File: config.mk
export PLATFORM = sky130hd
export DESIGN_NAME = tcp_segment_reassembly_tracker_top
export DESIGN_NICKNAME = d
export VERILOG_FILES = /design/src/rtl/tsrt_pkg.sv /design/src/rtl/tcp_segment_reassembly_tracker_top.sv
export SDC_FILE = /design/constraint.sdc
export NUM_CORES = 2
export LEC_CHECK = 0
export BUFFER_PORTS_ARGS = -buffer_cell sky130_fd_sc_hd__buf_2
export CAP_MARGIN = 40
export CORE_ASPECT_RATIO = 0.5
export CORE_MARGIN = 2
export CORE_UTILIZATION = 25
export DETAILED_ROUTE_END_ITERATION = 7
export SLEW_MARGIN = 30
export SYNTH_ARGS = -nofsm -noshare
export SYNTH_HDL_FRONTEND = slang
export SYNTH_SLANG_ARGS = --single-unit
File: constraint.sdc
create_clock -name clk -period 9.4 [get_ports clk]
set_clock_uncertainty 0.05 [all_clocks]
set_input_delay 0.47 -clock clk [delete_from_list [all_inputs] [get_ports clk]]
set_output_delay 0.47 -clock clk [all_outputs]
set_load 0.02 [all_outputs]
File: src/rtl/tsrt_pkg.sv
// Package: constants, result codes, FSM state type, slot record and sequence helpers for the reassembly tracker.
`timescale 1ns / 1ps
package tsrt_pkg;
    localparam int SLOTS      = 8;
    localparam int SLOT_BITS  = (SLOTS > 1) ? $clog2(SLOTS) : 1;
    localparam int CNT_BITS   = 7;
    localparam int LEN_BITS   = 16;

    typedef enum logic [2:0] {
        KIND_DELIVER_IN   = 3'd0,
        KIND_DELIVER_SLOT = 3'd1,
        KIND_BUFFERED     = 3'd2,
        KIND_DUPLICATE    = 3'd3,
        KIND_OVERLAP      = 3'd4,
        KIND_FULL         = 3'd5,
        KIND_EMPTY        = 3'd6
    } kind_t;

    typedef enum logic [2:0] {
        ST_IDLE,
        ST_SCAN,
        ST_CHECK,
        ST_EMIT,
        ST_FLUSH_RD,
        ST_FLUSH_CHK,
        ST_FLUSH_HIT,
        ST_FLUSH_END
    } state_t;

    typedef struct packed {
        logic [31:0] seq;
        logic [15:0] len;
        logic [15:0] tag;
    } slot_t;

    // Modulo 2^32 test: a lies before b.
    function automatic logic seq_before(input logic [31:0] a, input logic [31:0] b);
        logic [31:0] d;
        d = a - b;
        return d[31];
    endfunction

    // Test s within [lo, hi) with wraparound.
    function automatic logic seq_in_range(input logic [31:0] s, input logic [31:0] lo,
                                          input logic [31:0] hi);
        if (lo <= hi)
            return (s >= lo) && (s < hi);
        return (s >= lo) || (s < hi);
    endfunction
endpackage

File: src/rtl/tcp_segment_reassembly_tracker_top.sv
// Top level: segment classifier, slot table memory and result register.
`timescale 1ns / 1ps
// One segment is handled at a time; a segment is taken in IDLE once the
// output register is free. The slot table sits in a synchronous memory read
// one slot per cycle. Empty and duplicate segments load their single result
// at the accepting edge, and the tracker stays in IDLE. A later segment
// passes through SCAN (the first read), CHECK for each slot in turn and EMIT,
// which loads its result once the output register is free. An in-order
// segment holds its delivery beat while the table is scanned (FLUSH_RD, then
// FLUSH_CHK for each slot, stopping at the first match); each match passes
// through FLUSH_HIT to emit the held beat, release the slot and rescan, and
// the final scan that finds nothing checks all slots and passes through
// FLUSH_END for the last beat. Writing the start sequence register (address
// 0) resets the expected sequence and empties the table at once through
// per-slot valid bits.
module tcp_segment_reassembly_tracker_top (
    input  logic        clk,
    input  logic        rst_n,
    input  logic        psel,
    input  logic        penable,
    input  logic        pwrite,
    input  logic [0:0]  paddr,
    input  logic [31:0] pwdata,
    output logic [31:0] prdata,
    output logic        pready,
    input  logic        in_valid,
    output logic        in_ready,
    input  logic [31:0] seg_seq,
    input  logic [15:0] seg_len,
    input  logic [15:0] seg_tag,
    output logic        out_valid,
    input  logic        out_ready,
    output logic [2:0]  result_kind,
    output logic [15:0] out_tag,
    output logic [31:0] deliver_seq,
    output logic [15:0] trim_offset,
    output logic [15:0] deliver_len,
    output logic [31:0] exp_after,
    output logic [6:0]  buffered_count,
    output logic        last
);
    localparam int SB = tsrt_pkg::SLOT_BITS;
    localparam int CB = tsrt_pkg::CNT_BITS;

    tsrt_pkg::state_t state_reg, state_next;

    tsrt_pkg::slot_t mem [tsrt_pkg::SLOTS];
    tsrt_pkg::slot_t rd_data_reg;
    logic [SB-1:0]   rd_addr;
    logic            mem_we;
    logic [SB-1:0]   wr_addr;
    logic [tsrt_pkg::SLOTS-1:0] valid_reg, valid_next;

    logic [31:0] init_reg, exp_reg, exp_next;
    logic [31:0] seq_reg;
    logic [15:0] len_reg, tag_reg, ptrim_reg;
    logic [SB:0] idx_reg, idx_next;       // scan counter, can hold SLOTS
    logic [SB:0] ridx_reg;                // slot index of data in rd_data_reg
    logic        clash_reg, clash_next;
    logic        free_found_reg, free_found_next;
    logic [SB-1:0] free_reg, free_next;
    logic        chain_reg, chain_next;   // held beat is a chain release
    logic [CB-1:0] count_reg;

    // Slot data of a found chain entry
    logic [31:0]   hseq_reg;
    logic [15:0]   hlen_reg, htag_reg;
    logic [SB-1:0] hidx_reg;

    logic        ov_reg;
    logic [2:0]  kind_reg;
    logic [15:0] otag_reg, trim_reg, dlen_reg;
    logic [31:0] dseq_reg;
    logic        last_reg;
    logic        load_out;
    logic [2:0]  o_kind;
    logic [15:0] o_tag, o_trim, o_dlen;
    logic [31:0] o_dseq;
    logic        o_last;
    logic [CB-1:0] o_cnt;
    logic [CB-1:0] count_next;
    logic        cfg_wr;

    logic [31:0] nexp_reg;
    logic [CB-1:0] ncnt_reg;

    logic [15:0] len_m, d_trim, d_len;
    logic [31:0] seg_end, trim_w, slot_end;
    logic        is_old, is_exact, dup;
    logic        out_free;
    logic        flush_hit;

    assign pready = 1'b1;
    assign prdata = init_reg;
    assign cfg_wr = psel && penable && pwrite && (paddr == 1'b0);
    assign out_free = !ov_reg || out_ready;

    assign len_m    = 16'(seg_len[tsrt_pkg::LEN_BITS-1:0]);
    assign seg_end  = seg_seq + {16'd0, len_m};
    assign is_exact = (seg_seq == exp_reg);
    assign is_old   = tsrt_pkg::seq_before(seg_seq, exp_reg);
    assign trim_w   = exp_reg - seg_seq;
    assign dup      = !is_exact && (tsrt_pkg::seq_before(seg_end, exp_reg) ||
                      (seg_end == exp_reg) || (trim_w >= {16'd0, len_m}));
    assign d_trim   = is_exact ? 16'd0 : trim_w[15:0];
    assign d_len    = len_m - d_trim;
    assign slot_end = rd_data_reg.seq + {16'd0, rd_data_reg.len};
    assign flush_hit = valid_reg[ridx_reg[SB-1:0]] && (rd_data_reg.seq == exp_reg);

    assign in_ready = (state_reg == tsrt_pkg::ST_IDLE) && out_free;

    // Slot table memory: one write, one registered read
    always_ff @(posedge clk)
    begin
        if (mem_we)
        begin
            mem[wr_addr] <= '{seq: seq_reg, len: len_reg, tag: tag_reg};
        end
        rd_data_reg <= mem[rd_addr];
    end

    assign rd_addr = idx_reg[SB-1:0];
    assign wr_addr = free_reg;

    // Next state
    always_comb
    begin
        state_next = state_reg;
        unique case (state_reg)
            tsrt_pkg::ST_IDLE:
                if (in_valid && in_ready && len_m != '0 && !is_exact && !is_old)
                    state_next = tsrt_pkg::ST_SCAN;
                else if (in_valid && in_ready && len_m != '0 && (is_exact || !dup))
                    state_next = tsrt_pkg::ST_FLUSH_RD;
            tsrt_pkg::ST_SCAN:
                state_next = tsrt_pkg::ST_CHECK;
            tsrt_pkg::ST_CHECK:
                if (ridx_reg == (SB+1)'(tsrt_pkg::SLOTS - 1))
                    state_next = tsrt_pkg::ST_EMIT;
            tsrt_pkg::ST_EMIT:
                if (out_free)
                    state_next = tsrt_pkg::ST_IDLE;
            tsrt_pkg::ST_FLUSH_RD:
                state_next = tsrt_pkg::ST_FLUSH_CHK;
            tsrt_pkg::ST_FLUSH_CHK:
                if (flush_hit)
                    state_next = tsrt_pkg::ST_FLUSH_HIT;
                else if (ridx_reg == (SB+1)'(tsrt_pkg::SLOTS - 1))
                    state_next = tsrt_pkg::ST_FLUSH_END;
            tsrt_pkg::ST_FLUSH_HIT:
                if (out_free)
                    state_next = tsrt_pkg::ST_FLUSH_RD;
            tsrt_pkg::ST_FLUSH_END:
                if (out_free)
                    state_next = tsrt_pkg::ST_IDLE;
            default:
                state_next = tsrt_pkg::ST_IDLE;
        endcase
    end

    // Datapath and outputs
    always_comb
    begin
        exp_next        = exp_reg;
        valid_next      = valid_reg;
        idx_next        = idx_reg;
        clash_next      = clash_reg;
        free_found_next = free_found_reg;
        free_next       = free_reg;
        chain_next      = chain_reg;
        count_next      = count_reg;
        mem_we          = 1'b0;
        load_out        = 1'b0;
        o_kind          = tsrt_pkg::KIND_EMPTY;
        o_tag           = tag_reg;
        o_dseq          = seq_reg;
        o_trim          = '0;
        o_dlen          = '0;
        o_last          = 1'b1;
        o_cnt           = count_reg;
        unique case (state_reg)
            tsrt_pkg::ST_IDLE:
            begin
                idx_next        = '0;
                clash_next      = 1'b0;
                free_found_next = 1'b0;
                chain_next      = 1'b0;
                if (in_valid && in_ready)
                begin
                    o_tag  = seg_tag;
                    o_dseq = seg_seq;
                    if (len_m == '0)
                    begin
                        load_out = 1'b1;
                    end
                    else if (is_exact || is_old)
                    begin
                        if (dup)
                        begin
                            load_out = 1'b1;
                            o_kind   = tsrt_pkg::KIND_DUPLICATE;
                        end
                        else
                        begin
                            // advance past the delivered bytes; hold the beat for the scan
                            exp_next = exp_reg + {16'd0, d_len};
                        end
                    end
                end
            end
            tsrt_pkg::ST_SCAN:
            begin
                idx_next = idx_reg + (SB+1)'(1);
            end
            tsrt_pkg::ST_CHECK:
            begin
                if (idx_reg < (SB+1)'(tsrt_pkg::SLOTS))
                    idx_next = idx_reg + (SB+1)'(1);
                if (valid_reg[ridx_reg[SB-1:0]])
                begin
                    if (tsrt_pkg::seq_in_range(seq_reg, rd_data_reg.seq, slot_end) ||
                        tsrt_pkg::seq_in_range(rd_data_reg.seq, seq_reg,
                                               seq_reg + {16'd0, len_reg}))
                        clash_next = 1'b1;
                end
                else if (!free_found_reg)
                begin
                    free_found_next = 1'b1;
                    free_next       = ridx_reg[SB-1:0];
                end
            end
            tsrt_pkg::ST_EMIT:
            begin
                if (out_free)
                begin
                    load_out = 1'b1;
                    if (clash_reg)
                        o_kind = tsrt_pkg::KIND_OVERLAP;
                    else if (!free_found_reg)
                        o_kind = tsrt_pkg::KIND_FULL;
                    else
                    begin
                        o_kind     = tsrt_pkg::KIND_BUFFERED;
                        mem_we     = 1'b1;
                        valid_next[free_reg] = 1'b1;
                        count_next = count_reg + CB'(1);
                        o_cnt      = count_reg + CB'(1);
                    end
                end
            end
            tsrt_pkg::ST_FLUSH_RD:
            begin
                idx_next = (SB+1)'(1);
            end
            tsrt_pkg::ST_FLUSH_CHK:
            begin
                if (!flush_hit && idx_reg < (SB+1)'(tsrt_pkg::SLOTS))
                    idx_next = idx_reg + (SB+1)'(1);
            end
            tsrt_pkg::ST_FLUSH_HIT:
            begin
                // emit the held beat, release the found slot and rescan
                if (out_free)
                begin
                    load_out   = 1'b1;
                    o_kind     = chain_reg ? tsrt_pkg::KIND_DELIVER_SLOT :
                                             tsrt_pkg::KIND_DELIVER_IN;
                    o_trim     = ptrim_reg;
                    o_dlen     = len_reg;
                    o_last     = 1'b0;
                    valid_next[hidx_reg] = 1'b0;
                    count_next = count_reg - CB'(1);
                    exp_next   = hseq_reg + {16'd0, hlen_reg};
                    chain_next = 1'b1;
                    idx_next   = '0;
                end
            end
            tsrt_pkg::ST_FLUSH_END:
            begin
                // nothing more lines up: the held beat closes the segment
                if (out_free)
                begin
                    load_out = 1'b1;
                    o_kind   = chain_reg ? tsrt_pkg::KIND_DELIVER_SLOT :
                                           tsrt_pkg::KIND_DELIVER_IN;
                    o_trim   = ptrim_reg;
                    o_dlen   = len_reg;
                end
            end
            default:
            begin
            end
        endcase
    end

    // Segment, held-beat and result registers
    always_ff @(posedge clk)
    begin
        if (state_reg == tsrt_pkg::ST_IDLE && in_valid && in_ready)
        begin
            if (is_exact || is_old)
            begin
                seq_reg   <= exp_reg;
                len_reg   <= d_len;
                ptrim_reg <= d_trim;
            end
            else
            begin
                seq_reg   <= seg_seq;
                len_reg   <= len_m;
                ptrim_reg <= '0;
            end
            tag_reg <= seg_tag;
        end
        else if (state_reg == tsrt_pkg::ST_FLUSH_HIT && out_free)
        begin
            seq_reg   <= hseq_reg;
            len_reg   <= hlen_reg;
            tag_reg   <= htag_reg;
            ptrim_reg <= '0;
        end
        if (state_reg == tsrt_pkg::ST_FLUSH_CHK && flush_hit)
        begin
            hseq_reg <= rd_data_reg.seq;
            hlen_reg <= rd_data_reg.len;
            htag_reg <= rd_data_reg.tag;
            hidx_reg <= ridx_reg[SB-1:0];
        end
        if (load_out)
        begin
            kind_reg <= o_kind;
            otag_reg <= o_tag;
            dseq_reg <= o_dseq;
            trim_reg <= o_trim;
            dlen_reg <= o_dlen;
            last_reg <= o_last;
        end
    end

    // Control registers
    always_ff @(posedge clk or negedge rst_n)
    begin
        if (!rst_n)
        begin
            state_reg      <= tsrt_pkg::ST_IDLE;
            init_reg       <= '0;
            exp_reg        <= '0;
            valid_reg      <= '0;
            count_reg      <= '0;
            idx_reg        <= '0;
            ridx_reg       <= '0;
            clash_reg      <= 1'b0;
            free_found_reg <= 1'b0;
            free_reg       <= '0;
            chain_reg      <= 1'b0;
            ov_reg         <= 1'b0;
        end
        else
        begin
            state_reg      <= state_next;
            idx_reg        <= idx_next;
            ridx_reg       <= idx_reg;
            clash_reg      <= clash_next;
            free_found_reg <= free_found_next;
            free_reg       <= free_next;
            chain_reg      <= chain_next;
            if (cfg_wr)
            begin
                init_reg  <= pwdata;
                exp_reg   <= pwdata;
                valid_reg <= '0;
                count_reg <= '0;
            end
            else
            begin
                exp_reg   <= exp_next;
                valid_reg <= valid_next;
                count_reg <= count_next;
            end
            if (load_out)
                ov_reg <= 1'b1;
            else if (out_ready)
                ov_reg <= 1'b0;
        end
    end

    // Snapshot of expected and count after each result
    always_ff @(posedge clk)
    begin
        if (load_out)
        begin
            nexp_reg <= exp_reg;
            ncnt_reg <= o_cnt;
        end
    end

    assign out_valid      = ov_reg;
    assign result_kind    = kind_reg;
    assign out_tag        = otag_reg;
    assign deliver_seq    = dseq_reg;
    assign trim_offset    = trim_reg;
    assign deliver_len    = dlen_reg;
    assign exp_after      = nexp_reg;
    assign buffered_count = ncnt_reg;
    assign last           = last_reg;

    // Checks
    a_count: assert property (@(posedge clk) disable iff (!rst_n)
        count_reg == CB'($countones(valid_reg)))
        else $error("slot count mismatch");
    a_accept_idle: assert property (@(posedge clk) disable iff (!rst_n)
        in_ready |-> state_reg == tsrt_pkg::ST_IDLE)
        else $error("accept outside idle");
    a_out_hold: assert property (@(posedge clk) disable iff (!rst_n)
        (ov_reg && !out_ready) |=> ov_reg && $stable(kind_reg))
        else $error("result beat dropped");
endmodule

After elaboration in Yosys (flattened, before gate mapping)
Memories as Yosys holds them, arrays and structs flattened. A register that Yosys moved wholly into a read port is not among the register bits. Cells that the tools add are included.

Reductions and logical operators: 56. Bitwise operators: 6. Equality and inequality tests: 29. $add $sub $neg: 12. Mux-type cells: 100. Order comparisons: 13.

Operators by type and width (number): $mux W32 (11); $mux W16 (11); $add A32 B16 Y32 (5); $eq A32 B32 Y1 (3); $sub A32 B32 Y32 (3); $ge A32 B32 Y1 (2); $le A32 B32 Y1 (2); $lt A32 B32 Y1 (2); $pmux W32 S2 (1); $mux W3 (15); $mux W7 (6); $mux W8 (5); $mux W1 (36); $ge A32 B16 Y1 (1); $ne A3 B3 Y1 const B (9); $pmux W4 S6 (1); $pmux W3 S7 (1); $logic_and A1 B1 Y1 (20); $logic_not A16 Y1 (1); $pmux W8 S2 (1); $reduce_bool A16 Y1 (1); $sub A16 B16 Y16 (1); $ne A2 B2 Y1 const B (7); $pmux W7 S2 (1); other kinds (34) (70).

Output and inout port bits: 158. Word-level logic and storage cells: 245. Memories kept: 1. Input bits: 104. Bits in registers: 367. Bits in writable memories: 512.

Memories: mem (depth 8, bits a word 64, rd ports 1, clocked after Yosys merged registers in 1, write ports 1, RTL line tcp_segment_reassembly_tracker_top.sv:47) `tsrt_pkg::slot_t mem [tsrt_pkg::SLOTS];`.

Depth between registers and ports, before layout
Depth after elaboration: 12. Gate-level depth with buffers: 29. Gate-level depth less buffers: 28.

Least setup slack after synthesis
OpenSTA, ideal clock, no wires.

Path kind: input-to-reg. Start: input port seg_seq[0]. End: register ncnt_reg[0], in the netlist buffered_count[0], enable pin. Path buffers: 0. Cell stages on the path: 25. Setup time: 631 ps. Path slack: 936 ps. Arrival time: 7783 ps. Cells stage by stage: ha_1 > fa_1 > a21o_1 > a21oi_1 > o21ai_0 > a21oi_1 > o21bai_1 > a21oi_1 > o21ai_0 > a21oi_1 > o21ai_1 > or4b_2 > xnor2_1 > ha_1 > nand3_1 > nor3_1 > nand4_1 > o211ai_1 > or3_1 > nand3b_1 > nand4_1 > nand4_1 > nand2_1 > a21oi_1 > o21bai_1.

Word-level cells in the longest chain between the ends: 10. Elaborated cells between the ends (all ways): 17. Those cells by class: 4 x add/sub; 1 x order compare; 2 x eq/ne; 5 x mux; 5 x reduce/logical.

Ends and longest elaborated chain: start, declared (RTL line tcp_segment_reassembly_tracker_top.sv:28) `input logic [31:0] seg_seq,`; $add A32 B16 Y32 (RTL line tcp_segment_reassembly_tracker_top.sv:99) `assign seg_end = seg_seq + {16'd0, len_m};`; $sub A32 B32 Y32 or $eq A32 B32 Y1 (tied branches) (RTL line tsrt_pkg.sv:39, tcp_segment_reassembly_tracker_top.sv:104); $logic_or A1 B1 Y1 (RTL line tcp_segment_reassembly_tracker_top.sv:103) `assign dup = !is_exact && (tsrt_pkg::seq_before(seg_end, exp_reg) ||`; $logic_or A1 B1 Y1 (RTL line tcp_segment_reassembly_tracker_top.sv:104) `(seg_end == exp_reg) || (trim_w >= {16'd0, len_m}));`; $logic_and A1 B1 Y1 (RTL line tcp_segment_reassembly_tracker_top.sv:103); $mux W1 (RTL line tcp_segment_reassembly_tracker_top.sv:198) `if (dup)`; $mux W1 * (RTL line tcp_segment_reassembly_tracker_top.sv:196) `else if (is_exact || is_old)`; $mux W1 * (RTL line tcp_segment_reassembly_tracker_top.sv:192) `if (len_m == '0)`; $mux W1 * (RTL line tcp_segment_reassembly_tracker_top.sv:188) `if (in_valid && in_ready)`; $pmux W1 S2 * (RTL line tcp_segment_reassembly_tracker_top.sv:181) `unique case (state_reg)`; net load_out (RTL line tcp_segment_reassembly_tracker_top.sv:75) `logic load_out;`; end signal, assigned (RTL line tcp_segment_reassembly_tracker_top.sv:393) `ncnt_reg <= o_cnt;`; end, declared (RTL line tcp_segment_reassembly_tracker_top.sv:85) `logic [CB-1:0] ncnt_reg;`.

Mark *: on every way through the listed nets, which the timed path passes. The rest lies on a longest branch. A chain may end at the register's enable or synchronous reset.

Worst setup path in the final report
Start: register exp_reg[23]. End: register exp_reg[31].

Word-level cells in the longest chain between the ends: 10. Elaborated cells between the ends (all ways): 23. Those cells by class: 5 x add/sub; 1 x order compare; 4 x eq/ne; 7 x mux; 6 x reduce/logical.

Ends and longest elaborated chain: start, declared (RTL line tcp_segment_reassembly_tracker_top.sv:54) `logic [31:0] init_reg, exp_reg, exp_next;`; start signal, assigned (RTL line tcp_segment_reassembly_tracker_top.sv:370) `exp_reg <= pwdata;`; start signal, assigned (RTL line tcp_segment_reassembly_tracker_top.sv:376) `exp_reg <= exp_next;`; $eq A32 B32 Y1 (RTL line tcp_segment_reassembly_tracker_top.sv:100) `assign is_exact = (seg_seq == exp_reg);`; $mux W16 (RTL line tcp_segment_reassembly_tracker_top.sv:105) `assign d_trim = is_exact ? 16'd0 : trim_w[15:0];`; $sub A16 B16 Y16 (RTL line tcp_segment_reassembly_tracker_top.sv:106) `assign d_len = len_m - d_trim;`; $add A32 B16 Y32 (RTL line tcp_segment_reassembly_tracker_top.sv:206) `exp_next = exp_reg + {16'd0, d_len};`; $mux W32 (RTL line tcp_segment_reassembly_tracker_top.sv:198); $mux W32 (RTL line tcp_segment_reassembly_tracker_top.sv:196); $mux W32 (RTL line tcp_segment_reassembly_tracker_top.sv:192); $mux W32 (RTL line tcp_segment_reassembly_tracker_top.sv:188); $pmux W32 S2 (RTL line tcp_segment_reassembly_tracker_top.sv:181); $mux W32 (RTL line tcp_segment_reassembly_tracker_top.sv:367) `if (cfg_wr)`.

Several ways; a longest one is shown, not always the timed one. The select of a mux whose other input is x is not followed.

==> metrics.txt <==
status finished, final reports clean; max FFs per register 512; max cap viols 0; CTS sink cnt between 900 and 1,000; Pre-antenna DRT Iters 6; antenna violations before repair 3; GRT Overall Usage 0.137; Post-Route WL ~140,000 um; H-tree depth 3; register area share after synthesis 0.557; CP Capture Type register; clock insertion delay at the later pin of the skew report 700 ps; share of cells above drive strength 1 0.176; GR Util met1 0.170; io pins 262; syn nets 4,319; ys async rst share 0.103; most common cell after layout, fill and taps aside edfxtp_1; Main synth FF type edfxtp_1; RSZ-0062 raised after global routing false; Initial Util 0.252; area of the die 199,000 um2; Pleak 21.6 nW; gr ovfl total 0; Root Buffer clkbuf_16; Crit-path slowest cell o41ai_1; Critical Path AT 8020 ps; endpoints failing setup 0; Top cell by count, worst path ha_1; Iter 0 DRT Violations 2,602; DRC violations left 0; largest net degree at the start of global routing 124; largest stage delay on the critical path between 600 and 700 ps; Gate Count Post-Synth 3,859; CP Launch Type register; Synth area leader edfxtp_1; final period demand of the worst path about 7500 ps; ranking of synthesized cells by area edfxtp_1 48%, ha_1 8.9%, mux4_2 6.0%; Area Overhead vs Synth 17.6%; TNS Setup 0 ps; Max Buffers Root-to-Sink 3; Die W 629 um; placed cell area 53,500 um2; post-CTS sizing 0; chip height 317 um; antenna viol nets, final 0; vias per std cell 4.75; number of global-route vias before repair 31,200; fin nets around 4,600; Critical Path RT 9890 ps; Highest Clock Rate 133 MHz; cell area after technology mapping roughly 49,000 um2; critical path class reg2reg; TritonCTS buffer count 97; clock slew at reported path FFs ~60 ps; Yosys cell types 105; met2 usage 0.245; peak supply drop about 0.00035 V; final period utilization 0.802; gr busiest metal met2; Core Box Area 194,000 um2; global placer's final weighted congestion approximately 0.94; Slew @ Worst Pin 884 ps; hold crit path type in2reg; design area 57,400 um2; Yosys Warn Count 0; post-synthesis area per instance 12.7 um2; Max transition margin 0.406; count of input and output buffers 260; register bit count reported by yosys 943; share of the synthesized area in the top cell type 0.481; Tot Pwr 0.0199 W; Vias 32,600; row cnt 114; Util after Layout 0.296; wire per inst slightly above 20 um; Power Dens Cells 346 nW/um2; hpwl dp 99,800 um; crit path max fanout 15; CTS tree yes; met3 usage 0.0163; Final Hold Vio Count 0; EDFF count, synth 782; max-slew violations 0; first-pass GRT wire length slightly above 200,000 um; most frequent cells in the layout 782 x edfxtp_1, 420 x nand2_1, 349 x ha_1, 261 x buf_2, 201 x o21ai_0
-- what timing repair did --
item | in CTS | in global routing
hold buffers | 27 | 0
buffers inserted | 0 | 0
hold endpoints to repair | 88 | 0
-- cell families after synthesis --
logic type / share of synthesized area
compound gates: 0.102
other cells: 0.0000768
xor+xnor: 0.0360
simple gates: 0.0994
buf+inv: 0.0254
flops: 0.557
fa+ha+maj: 0.0923
mux: 0.0880
-- report_power, final --
group,total [W],switching [W],internal (W)
sequential,0.00647,0.000974,0.00550
clock,0.00416,0.00170,0.00246
combinational,0.00925,0.00549,0.00376
-- critical path: cells and delay by family (launching register included) --
kind / cells / cell delay [ps]
compound gates: 10 / 2330
xor+xnor: 2 / 330
flops: 1 / 560
fa+ha+maj: 3 / 930
buf+inv: 2 / 250
simple gates: 11 / 2920
-- routing by layer --
metal | share of wire | vias up
met4 | 0.036 | 0
met3 | 0.042 | 213
met2 | 0.50 | 825
li1 | - | 15300
met1 | 0.42 | 16300
met5 | 0 | -
-- cell usage after synthesis (26+ instances only) --
cell,number
a31oi_1,27
xor2_1,55
nand3_1,69
a21o_1,70
nor2_1,182
inv_1,187
nor3_1,58
dfrtp_1,97
mux4_2,130
clkbuf_1,92
nand4_1,61
a211oi_1,32
dfxtp_1,64
mux2i_1,50
and3_1,35
nand2b_1,30
and2_1,42
xnor2_1,146
o21ai_0,201
o21a_1,26
nand2_1,422
ha_1,349
a21oi_1,183
edfxtp_1,782
mux2_2,74
-- stage by stage --
step / hold WS (ps) / setup WS (ps) / cells
floorplan: 124 / 936 / 3859
detailed placement: 341 / 1790 / 6645
finish: 32.2 / 1870 / 6868
CTS: 12.5 / 1830 / 6856
global route: 14.9 / 1070 / 6866
global placement: 338 / 1900 / 6638
-- layout make-up --
| cell class | count | area (um2) |
|---|---|---|
| Antenna cell | 3 | 7.51 |
| Sequential cell | 943 | 27200 |
| Inverter | 188 | 706 |
| Timing Repair Buffer | 343 | 2200 |
| Fill cell | 19700 | 136000 |
| Multi-Input combinational cell | 2597 | 20500 |
| Tap cell | 2610 | 3270 |
| Clock buffer | 127 | 2730 |
| Clock inverter | 57 | 774 |
-- path summary, 6_finish.rpt --
| kind | cells past startpoint | slack [ps] | end | from |
|---|---|---|---|---|
| hold / removal | 3 | 30 | prdata[3]$_DFFE_PN0P_ | pwdata[3] |
| setup / recovery | 28 | 1870 | exp_reg[31]$_DFFE_PN0P_ | exp_reg[23]$_DFFE_PN0P_ |
| min in group asynchronous | 2 | 330 | count_reg[5]$_DFFE_PN0P_ | rst_n |
| setup reg to reg | 28 | 1870 | exp_reg[31]$_DFFE_PN0P_ | exp_reg[23]$_DFFE_PN0P_ |
| max in group asynchronous | 4 | 7950 | exp_reg[0]$_DFFE_PN0P_ | rst_n |
| hold reg to reg | 0 | 360 | htag_reg[12]$_DFFE_PP_ | rd_data_reg[12]$_DFF_P_ |
(Power assumes the default switching activity.)
